==> src/rtl/core/clcd_pkg.sv <==
// Types, codes and lookup functions for the character LCD controller.
// No dependencies; imported by the sequencer and the top level.
package clcd_pkg;

    localparam int PULSE_W  = 8;
    localparam int SETTLE_W = 16;
    localparam int CFG_W    = 16;

    localparam logic [PULSE_W-1:0]  PULSE_RESET  = 8'd4;
    localparam logic [SETTLE_W-1:0] SETTLE_RESET = 16'd1000;

    // Configuration register indexes.
    localparam logic CFG_PULSE  = 1'b0;
    localparam logic CFG_SETTLE = 1'b1;

    // Request opcodes.
    localparam logic [1:0] OP_TICK   = 2'd0;
    localparam logic [1:0] OP_INSTR  = 2'd1;
    localparam logic [1:0] OP_DATA   = 2'd2;
    localparam logic [1:0] OP_CURSOR = 2'd3;

    // Position in the power-up instruction list.
    localparam logic [2:0] INIT_LAST  = 3'd4;
    localparam logic [2:0] INIT_FINAL = 3'd5;
    localparam logic [2:0] INIT_DONE  = 3'd7;

    localparam logic [7:0] SET_DDRAM = 8'b1000_0000;

    typedef struct packed {
        logic [1:0] opcode;
        logic [7:0] byte_value;
        logic [5:0] column;
        logic [1:0] row;
        logic       busy_sample;
    } in_item_t;

    typedef struct packed {
        logic       pin_rs;
        logic       pin_rw;
        logic       pin_enable;
        logic [3:0] pin_nibble;
        logic       drive_data;
        logic       ready_res;
    } out_item_t;

    typedef struct packed {
        logic [PULSE_W-1:0]  pulse_ticks;
        logic [SETTLE_W-1:0] settle_ticks;
    } cfg_t;

    function automatic logic [7:0] init_byte(input logic [2:0] idx);
        logic [7:0] b;
        case (idx)
            3'd1:    b = 8'h28;
            3'd2:    b = 8'h01;
            3'd3:    b = 8'h0C;
            3'd4:    b = 8'h06;
            default: b = 8'h02;
        endcase
        return b;
    endfunction

    function automatic logic [6:0] row_base(input logic [1:0] row);
        logic [6:0] b;
        case (row)
            2'd1:    b = 7'h40;
            2'd2:    b = 7'h14;
            2'd3:    b = 7'h54;
            default: b = 7'h00;
        endcase
        return b;
    endfunction

endpackage

==> src/rtl/core/clcd_seq.sv <==
// Pin sequencer of the character LCD controller: phase register, tick counter
// and the held byte, advanced once per accepted word. Depends on clcd_pkg.
module clcd_seq
    import clcd_pkg::*;
(
    input  logic      aclk,
    input  logic      aresetn,
    input  logic      step,
    input  in_item_t  item,
    input  cfg_t      cfg,
    output out_item_t result
);

    localparam logic [4:0] PH_POWER  = 5'd0;
    localparam logic [4:0] PH_IH1    = 5'd1;
    localparam logic [4:0] PH_IL1    = 5'd2;
    localparam logic [4:0] PH_GAP1   = 5'd3;
    localparam logic [4:0] PH_IH2    = 5'd4;
    localparam logic [4:0] PH_IL2    = 5'd5;
    localparam logic [4:0] PH_GAP2   = 5'd6;
    localparam logic [4:0] PH_SETTLE = 5'd7;
    localparam logic [4:0] PH_QH1    = 5'd8;
    localparam logic [4:0] PH_QL1    = 5'd9;
    localparam logic [4:0] PH_QH2    = 5'd10;
    localparam logic [4:0] PH_QL2    = 5'd11;
    localparam logic [4:0] PH_WH1    = 5'd12;
    localparam logic [4:0] PH_WL1    = 5'd13;
    localparam logic [4:0] PH_WH2    = 5'd14;
    localparam logic [4:0] PH_WL2    = 5'd15;
    localparam logic [4:0] PH_IDLE   = 5'd16;

    logic [4:0]          phase_reg, phase_next;
    logic [7:0]          held_byte_reg, held_byte_next;
    logic                held_select_reg, held_select_next;
    logic [SETTLE_W-1:0] wait_reg, wait_next;
    logic [2:0]          init_reg, init_next;
    logic                busy_reg, busy_next;

    // State after recovery from a bad code and after skipping zero-length waits.
    logic [4:0]          ph;
    logic [7:0]          hb;
    logic                hs;
    logic [SETTLE_W-1:0] wc;
    logic [2:0]          ini;
    logic                settle_kind;
    logic [SETTLE_W-1:0] len;
    logic [SETTLE_W:0]   wc_inc;
    logic [6:0]          cursor_addr;

    always_comb begin
        ph  = phase_reg;
        hb  = held_byte_reg;
        hs  = held_select_reg;
        wc  = wait_reg;
        ini = init_reg;
        if (ph > PH_IDLE) begin
            ph  = PH_IDLE;
            ini = INIT_DONE;
            wc  = '0;
        end
        // With no settle time every wait is passed over in the same tick; the
        // chain is at most the second init gap followed by the settle wait.
        if (cfg.settle_ticks == '0) begin
            case (ph)
                PH_POWER: begin
                    ph = PH_IH1;
                    wc = '0;
                end
                PH_GAP1: begin
                    ph = PH_IH2;
                    wc = '0;
                end
                PH_GAP2: begin
                    ph  = PH_QH1;
                    ini = '0;
                    hb  = init_byte('0);
                    hs  = 1'b0;
                    wc  = '0;
                end
                PH_SETTLE: begin
                    ph = PH_QH1;
                    wc = '0;
                end
                default: ;
            endcase
        end
    end

    always_comb begin
        result = '0;
        if (ph <= PH_GAP2) begin
            result.drive_data = 1'b1;
            result.pin_enable = (ph == PH_IH1) || (ph == PH_IH2);
        end else if (ph >= PH_QH1 && ph <= PH_QL2) begin
            result.pin_rw     = 1'b1;
            result.pin_enable = (ph == PH_QH1) || (ph == PH_QH2);
        end else if (ph >= PH_WH1 && ph <= PH_WL2) begin
            result.pin_rs     = hs;
            result.drive_data = 1'b1;
            result.pin_enable = (ph == PH_WH1) || (ph == PH_WH2);
            result.pin_nibble = (ph <= PH_WL1) ? hb[7:4] : hb[3:0];
        end else if (ph == PH_IDLE) begin
            result.ready_res = 1'b1;
        end
    end

    assign settle_kind = (ph == PH_POWER) || (ph == PH_GAP1) || (ph == PH_GAP2)
                         || (ph == PH_SETTLE);
    assign len = settle_kind ? cfg.settle_ticks
               : (cfg.pulse_ticks == '0) ? SETTLE_W'(1) : SETTLE_W'(cfg.pulse_ticks);
    assign wc_inc      = {1'b0, wc} + (SETTLE_W+1)'(1);
    assign cursor_addr = row_base(item.row) + 7'(item.column);

    always_comb begin
        phase_next       = ph;
        held_byte_next   = hb;
        held_select_next = hs;
        wait_next        = wc;
        init_next        = ini;
        busy_next        = busy_reg;
        if (ph == PH_IDLE) begin
            case (item.opcode)
                OP_INSTR, OP_DATA: begin
                    held_byte_next   = item.byte_value;
                    held_select_next = (item.opcode == OP_DATA);
                    phase_next       = PH_SETTLE;
                    wait_next        = '0;
                end
                OP_CURSOR: begin
                    held_byte_next   = SET_DDRAM | {1'b0, cursor_addr};
                    held_select_next = 1'b0;
                    phase_next       = PH_SETTLE;
                    wait_next        = '0;
                end
                default: ;
            endcase
        end else begin
            // Only the first nibble of a poll carries the busy flag.
            if (ph == PH_QH1) begin
                busy_next = item.busy_sample;
            end
            if (wc_inc >= {1'b0, len}) begin
                wait_next = '0;
                case (ph)
                    PH_GAP2: begin
                        init_next        = '0;
                        held_byte_next   = init_byte('0);
                        held_select_next = 1'b0;
                        phase_next       = PH_SETTLE;
                    end
                    PH_QL2: begin
                        if (busy_next) begin
                            phase_next = PH_QH1;
                        end else if (ini == INIT_FINAL) begin
                            init_next  = INIT_DONE;
                            phase_next = PH_IDLE;
                        end else begin
                            phase_next = PH_WH1;
                        end
                    end
                    PH_WL2: begin
                        if (ini < INIT_LAST) begin
                            init_next        = ini + 3'd1;
                            held_byte_next   = init_byte(ini + 3'd1);
                            held_select_next = 1'b0;
                            phase_next       = PH_SETTLE;
                        end else if (ini == INIT_LAST) begin
                            init_next  = INIT_FINAL;
                            phase_next = PH_SETTLE;
                        end else begin
                            phase_next = PH_IDLE;
                        end
                    end
                    default: phase_next = ph + 5'd1;
                endcase
            end else begin
                wait_next = wc_inc[SETTLE_W-1:0];
            end
        end
    end

    always_ff @(posedge aclk) begin
        if (!aresetn) begin
            phase_reg       <= PH_POWER;
            held_byte_reg   <= '0;
            held_select_reg <= 1'b0;
            wait_reg        <= '0;
            init_reg        <= '0;
            busy_reg        <= 1'b1;
        end else if (step) begin
            phase_reg       <= phase_next;
            held_byte_reg   <= held_byte_next;
            held_select_reg <= held_select_next;
            wait_reg        <= wait_next;
            init_reg        <= init_next;
            busy_reg        <= busy_next;
        end
    end

endmodule

==> src/rtl/core/char_lcd_nibble_bus_controller.sv <==
// Character LCD controller on a 4-bit bus: input word per clock tick of the
// display sequencer, one result word of pin levels per input word.
// Usage:
//   s_valid/s_ready/s_data carry one tick word: opcode, byte, column, row and
//   the level sampled on data line 7. m_valid/m_ready/m_data carry the pin
//   levels (RS, RW, E, data nibble, drive enable) and the idle flag.
//   The cfg_wr_* port writes pulse_ticks (index 0) and settle_ticks
//   (index 1) with no handshake; write only while idle.
//   Throughput is one word per cycle unless the receiver stalls; the sequencer
//   state is updated by a single pass of logic in the cycle a word is taken.
//   Its result leaves the result register to the m_ side in the next cycle.
//   If the receiver stalls, the held result stays on m_data and s_ready drops
//   only while the result register is full and not being emptied.
//   Synchronous active-low reset returns to the power-up wait, empties the
//   result register and restores pulse_ticks to 4 and settle_ticks to 1000.
//   After reset the block runs its power-up wait, two bare enable pulses and
//   five init instructions, driven by incoming tick words; ready_res then
//   rises and a request is taken on a word with a nonzero opcode.
// Depends on clcd_pkg and clcd_seq.
module char_lcd_nibble_bus_controller
    import clcd_pkg::*;
(
    input  logic             aclk,
    input  logic             aresetn,
    input  logic             s_valid,
    output logic             s_ready,
    input  in_item_t         s_data,
    output logic             m_valid,
    input  logic             m_ready,
    output out_item_t        m_data,
    input  logic             cfg_wr_en,
    input  logic             cfg_wr_index,
    input  logic [CFG_W-1:0] cfg_wr_data
);

    logic      m_valid_reg;
    out_item_t m_data_reg;
    cfg_t      cfg_reg;
    out_item_t result;
    logic      step;

    assign s_ready = !m_valid_reg || m_ready;
    assign step    = s_valid && s_ready;
    assign m_valid = m_valid_reg;
    assign m_data  = m_data_reg;

    clcd_seq u_seq (
        .aclk    (aclk),
        .aresetn (aresetn),
        .step    (step),
        .item    (s_data),
        .cfg     (cfg_reg),
        .result  (result)
    );

    always_ff @(posedge aclk) begin
        if (!aresetn) begin
            cfg_reg.pulse_ticks  <= PULSE_RESET;
            cfg_reg.settle_ticks <= SETTLE_RESET;
        end else if (cfg_wr_en) begin
            case (cfg_wr_index)
                CFG_PULSE:  cfg_reg.pulse_ticks  <= cfg_wr_data[PULSE_W-1:0];
                CFG_SETTLE: cfg_reg.settle_ticks <= cfg_wr_data[SETTLE_W-1:0];
                default: ;
            endcase
        end
    end

    always_ff @(posedge aclk) begin
        if (!aresetn) begin
            m_valid_reg <= 1'b0;
        end else if (step) begin
            m_valid_reg <= 1'b1;
        end else if (m_ready) begin
            m_valid_reg <= 1'b0;
        end
    end

    always_ff @(posedge aclk) begin
        if (step) begin
            m_data_reg <= result;
        end
    end

endmodule

==> config.mk <==
export PLATFORM = sky130hd
export DESIGN_NAME = char_lcd_nibble_bus_controller
export DESIGN_NICKNAME = d
export VERILOG_FILES = /design/src/rtl/core/clcd_pkg.sv /design/src/rtl/core/clcd_seq.sv /design/src/rtl/core/char_lcd_nibble_bus_controller.sv
export SDC_FILE = /design/constraint.sdc
export NUM_CORES = 1
export LEC_CHECK = 0
export BUFFER_PORTS_ARGS = -buffer_cell sky130_fd_sc_hd__buf_2
export CAP_MARGIN = 15
export CORE_MARGIN = 8
export CORE_UTILIZATION = 60
export DETAILED_ROUTE_END_ITERATION = 16
export PLACE_DENSITY = 0.85
export SYNTH_ARGS = -nofsm -noshare
export SYNTH_HDL_FRONTEND = slang
export SYNTH_SLANG_ARGS = --single-unit
export TNS_END_PERCENT = 10
==> constraint.sdc <==
create_clock -name aclk -period 7.52 [get_ports aclk]
set_input_delay 1.504 -clock aclk [delete_from_list [all_inputs] [get_ports aclk]]
set_output_delay 1.504 -clock aclk [all_outputs]
set_load 0.02 [all_outputs]
==> metrics.cfg <==
[yosys]
syn_area_um2=4840
yosysMostFrequentCell=nand2_1
ys_top_cells_by_area=dfxtp_1 24%, ha_1 9.0%, nand2_1 7.3%
synth_top_area_cell=dfxtp_1
yosysSeqAreaShare=0.300
yosys_warnings=0
async_flop_share=0
synth_top_cells_by_count=94 x nand2_1, 60 x nor2_1, 59 x dfxtp_1
avgSynthCellArea_um2=8.04
ys.flop_type=dfxtp_1
synth_fp_nets=678
synthDistinctLibCells=76
ys_seq_elements=68
postSynthCellCount=602
synth_edf_count=9
synth_top_area_frac=0.244

[timing]
hold_viol_final=0
min_period_ps=5880
slew-limit-headroom=0.332
fin_tns_setup_ps=0
skew_ps=12.6
period_share=0.781
rsz0062_at_grt=no
slew_viol_final=0
whs_ps=477
fmax_mhz=170
tightest_slew_ps=995
setup_viol=0

[die]
pin_count=52
core_um2=7770
die_x_um=106
initial_utilization=0.623
fp-row-count=32
die_area_um2=11200
die_h_um=106

[final_layout]
utilization=0.680
fill_cells=671
syn_to_final_growth_pct=9.18
largest_reg_flops=24
fin_cells=737
nets=706
drive_gt1_frac=0.142
diodes=0

[setup_path]
end_kind=flip-flop
worstSetupPathType=flip-flop to flip-flop
cp-start-kind=flip-flop
arrival_ps=6150
r2r_start=cfg_reg[0]
crit_path_max_fanout=17
worstRegToRegCells=17
timing.rr.end=u_seq.wait_reg[0]
cp_data_required_time_ps=7790
r2r_slack_ps=1640

[clocking]
cts_root_buf=clkbuf_8
cts_tree=yes
path_clk_slew_ps=90
cts_sinks=68
postCtsSetupBuffers=0
post_cts_resized=0
clk_latency_ps=360
htreeDepth=3
clockBufferDepth=2
numCtsBuffers=9
cts_hold_buf=0

[route]
dr_total_vias=4681
drc=0
routedWlPerCell_um=17.9
drtAntennaViolNets=0
drt-total-wl_mm=13.2
routed_via_density=6.35
drt-pass1-iter-count=5
drt_iter0_drc=244

[pwr]
ir_worst_vdd_v=0.000130
p_leak_nw=2.10
power.density_nw_per_um2=162

[hold_path]
min_from=u_seq.held_select_reg
hold_path.class=flip-flop to flip-flop
hold_path_end=u_seq.held_select_reg
hold_depth=2

[grt]
grt_usage=0.230
overflow=0
antenna_found_initial=0
grt_first_pass_wirelength_mm=21.6
grt_max_degree=39
first_global_vias=4525

[run]
drv_cap=0

[placement]
place.gp.congestion=0.913
placedCellCount=721
numPortBuffers=51
dp_hpwl_mm=9.70

[status]
status=finished clean

## critical path: stages, from the launching register on
cell and delay [ps]:
dfxtp_1 340, nor4_2 380, and4_1 540, nand2_1 250, o211ai_1 410, ha_1 370, inv_1 120, o31a_1 350
o21ai_4 480, mux2i_1 300, ha_1 290, a211oi_1 230, nand2_1 80, o221ai_1 160, a21oi_1 290, nor4_4 840
a21oi_1 80, a311oi_1 270
## worst max-delay path by stage
stage	endpoint	slack [ps]	from
detailed placement	u_seq.wait_reg[0]	1720	cfg_reg[10]
CTS	u_seq.wait_reg[0]	1700	cfg_reg[0]
finish	u_seq.wait_reg[0]	1640	cfg_reg[0]
global placement	u_seq.wait_reg[0]	1790	cfg_reg[0]
global route	u_seq.phase_reg[0]	1210	cfg_reg[0]
floorplan	u_seq.held_byte_reg[0]	2910	cfg_reg[0]
## logic make-up (layout without fill, tap and decap cells)
group | Yosys count | in the layout | share of synthesized area
fa+ha+maj | 35 | 35 | 0.0905
xor+xnor | 14 | 14 | 0.0253
compound gates | 175 | 175 | 0.260
simple gates | 235 | 235 | 0.241
flops | 68 | 68 | 0.300
buf+inv | 59 | 92 | 0.0501
mux | 16 | 16 | 0.0333
## metal layers
| layer | part of all wire | wire (um) | GRT usage | vias to the layer above |
|---|---|---|---|---|
| met5 | 0 | 0 | 0 | - |
| met4 | 0.034 | 449 | 0.110 | 0 |
| met3 | 0.066 | 864 | 0.0512 | 42 |
| met2 | 0.50 | 6570 | 0.395 | 210 |
| met1 | 0.40 | 5300 | 0.266 | 2156 |
| li1 | - | - | - | 2273 |
## cell usage in the layout (no fill, tap or decap), types with 9 or more instances in the layout
| master | count |
|---|---|
| o21ai_0 | 26 |
| clkbuf_8 | 9 |
| edfxtp_1 | 9 |
| nand3_1 | 15 |
| nand4_1 | 10 |
| dfxtp_1 | 59 |
| mux2i_1 | 15 |
| a22oi_1 | 18 |
| nand2_1 | 94 |
| nor3_1 | 11 |
| a31oi_1 | 11 |
| buf_2 | 51 |
| inv_1 | 23 |
| xnor2_1 | 11 |
| a21oi_1 | 43 |
| nor2_1 | 60 |
| ha_1 | 35 |
## metrics by stage
step	area, um^2	power, mW	setup slack (ps)
final	5290	0.856	1640
after global routing	5290	0.886	1210
after CTS	5290	0.858	1700
after detailed placement	5080	0.538	1720
after global placement	5080	0.533	1790
after floorplan	4840	0.497	2910
## final cells by class
class / count / area, um^2 / share of cell area
multi-input combinational: 475 / 3150 / 0.595
sequential: 68 / 1450 / 0.275
timing repair buffer: 53 / 270 / 0.0511
tap: 102 / 128 / 0.0241
clock buffer: 9 / 124 / 0.0234
inverter: 23 / 86.3 / 0.0163
clock inverter: 7 / 78.8 / 0.0149
## where the power goes
group	leakage, nW	switching [mW]	total (mW)	internal, mW
logic	1.43	0.0840	0.137	0.0529
clock network	0.102	0.166	0.324	0.158
registers	0.567	0.0150	0.395	0.380
total	2.10	0.265	0.856	0.591
(Power assumes the default switching activity.)
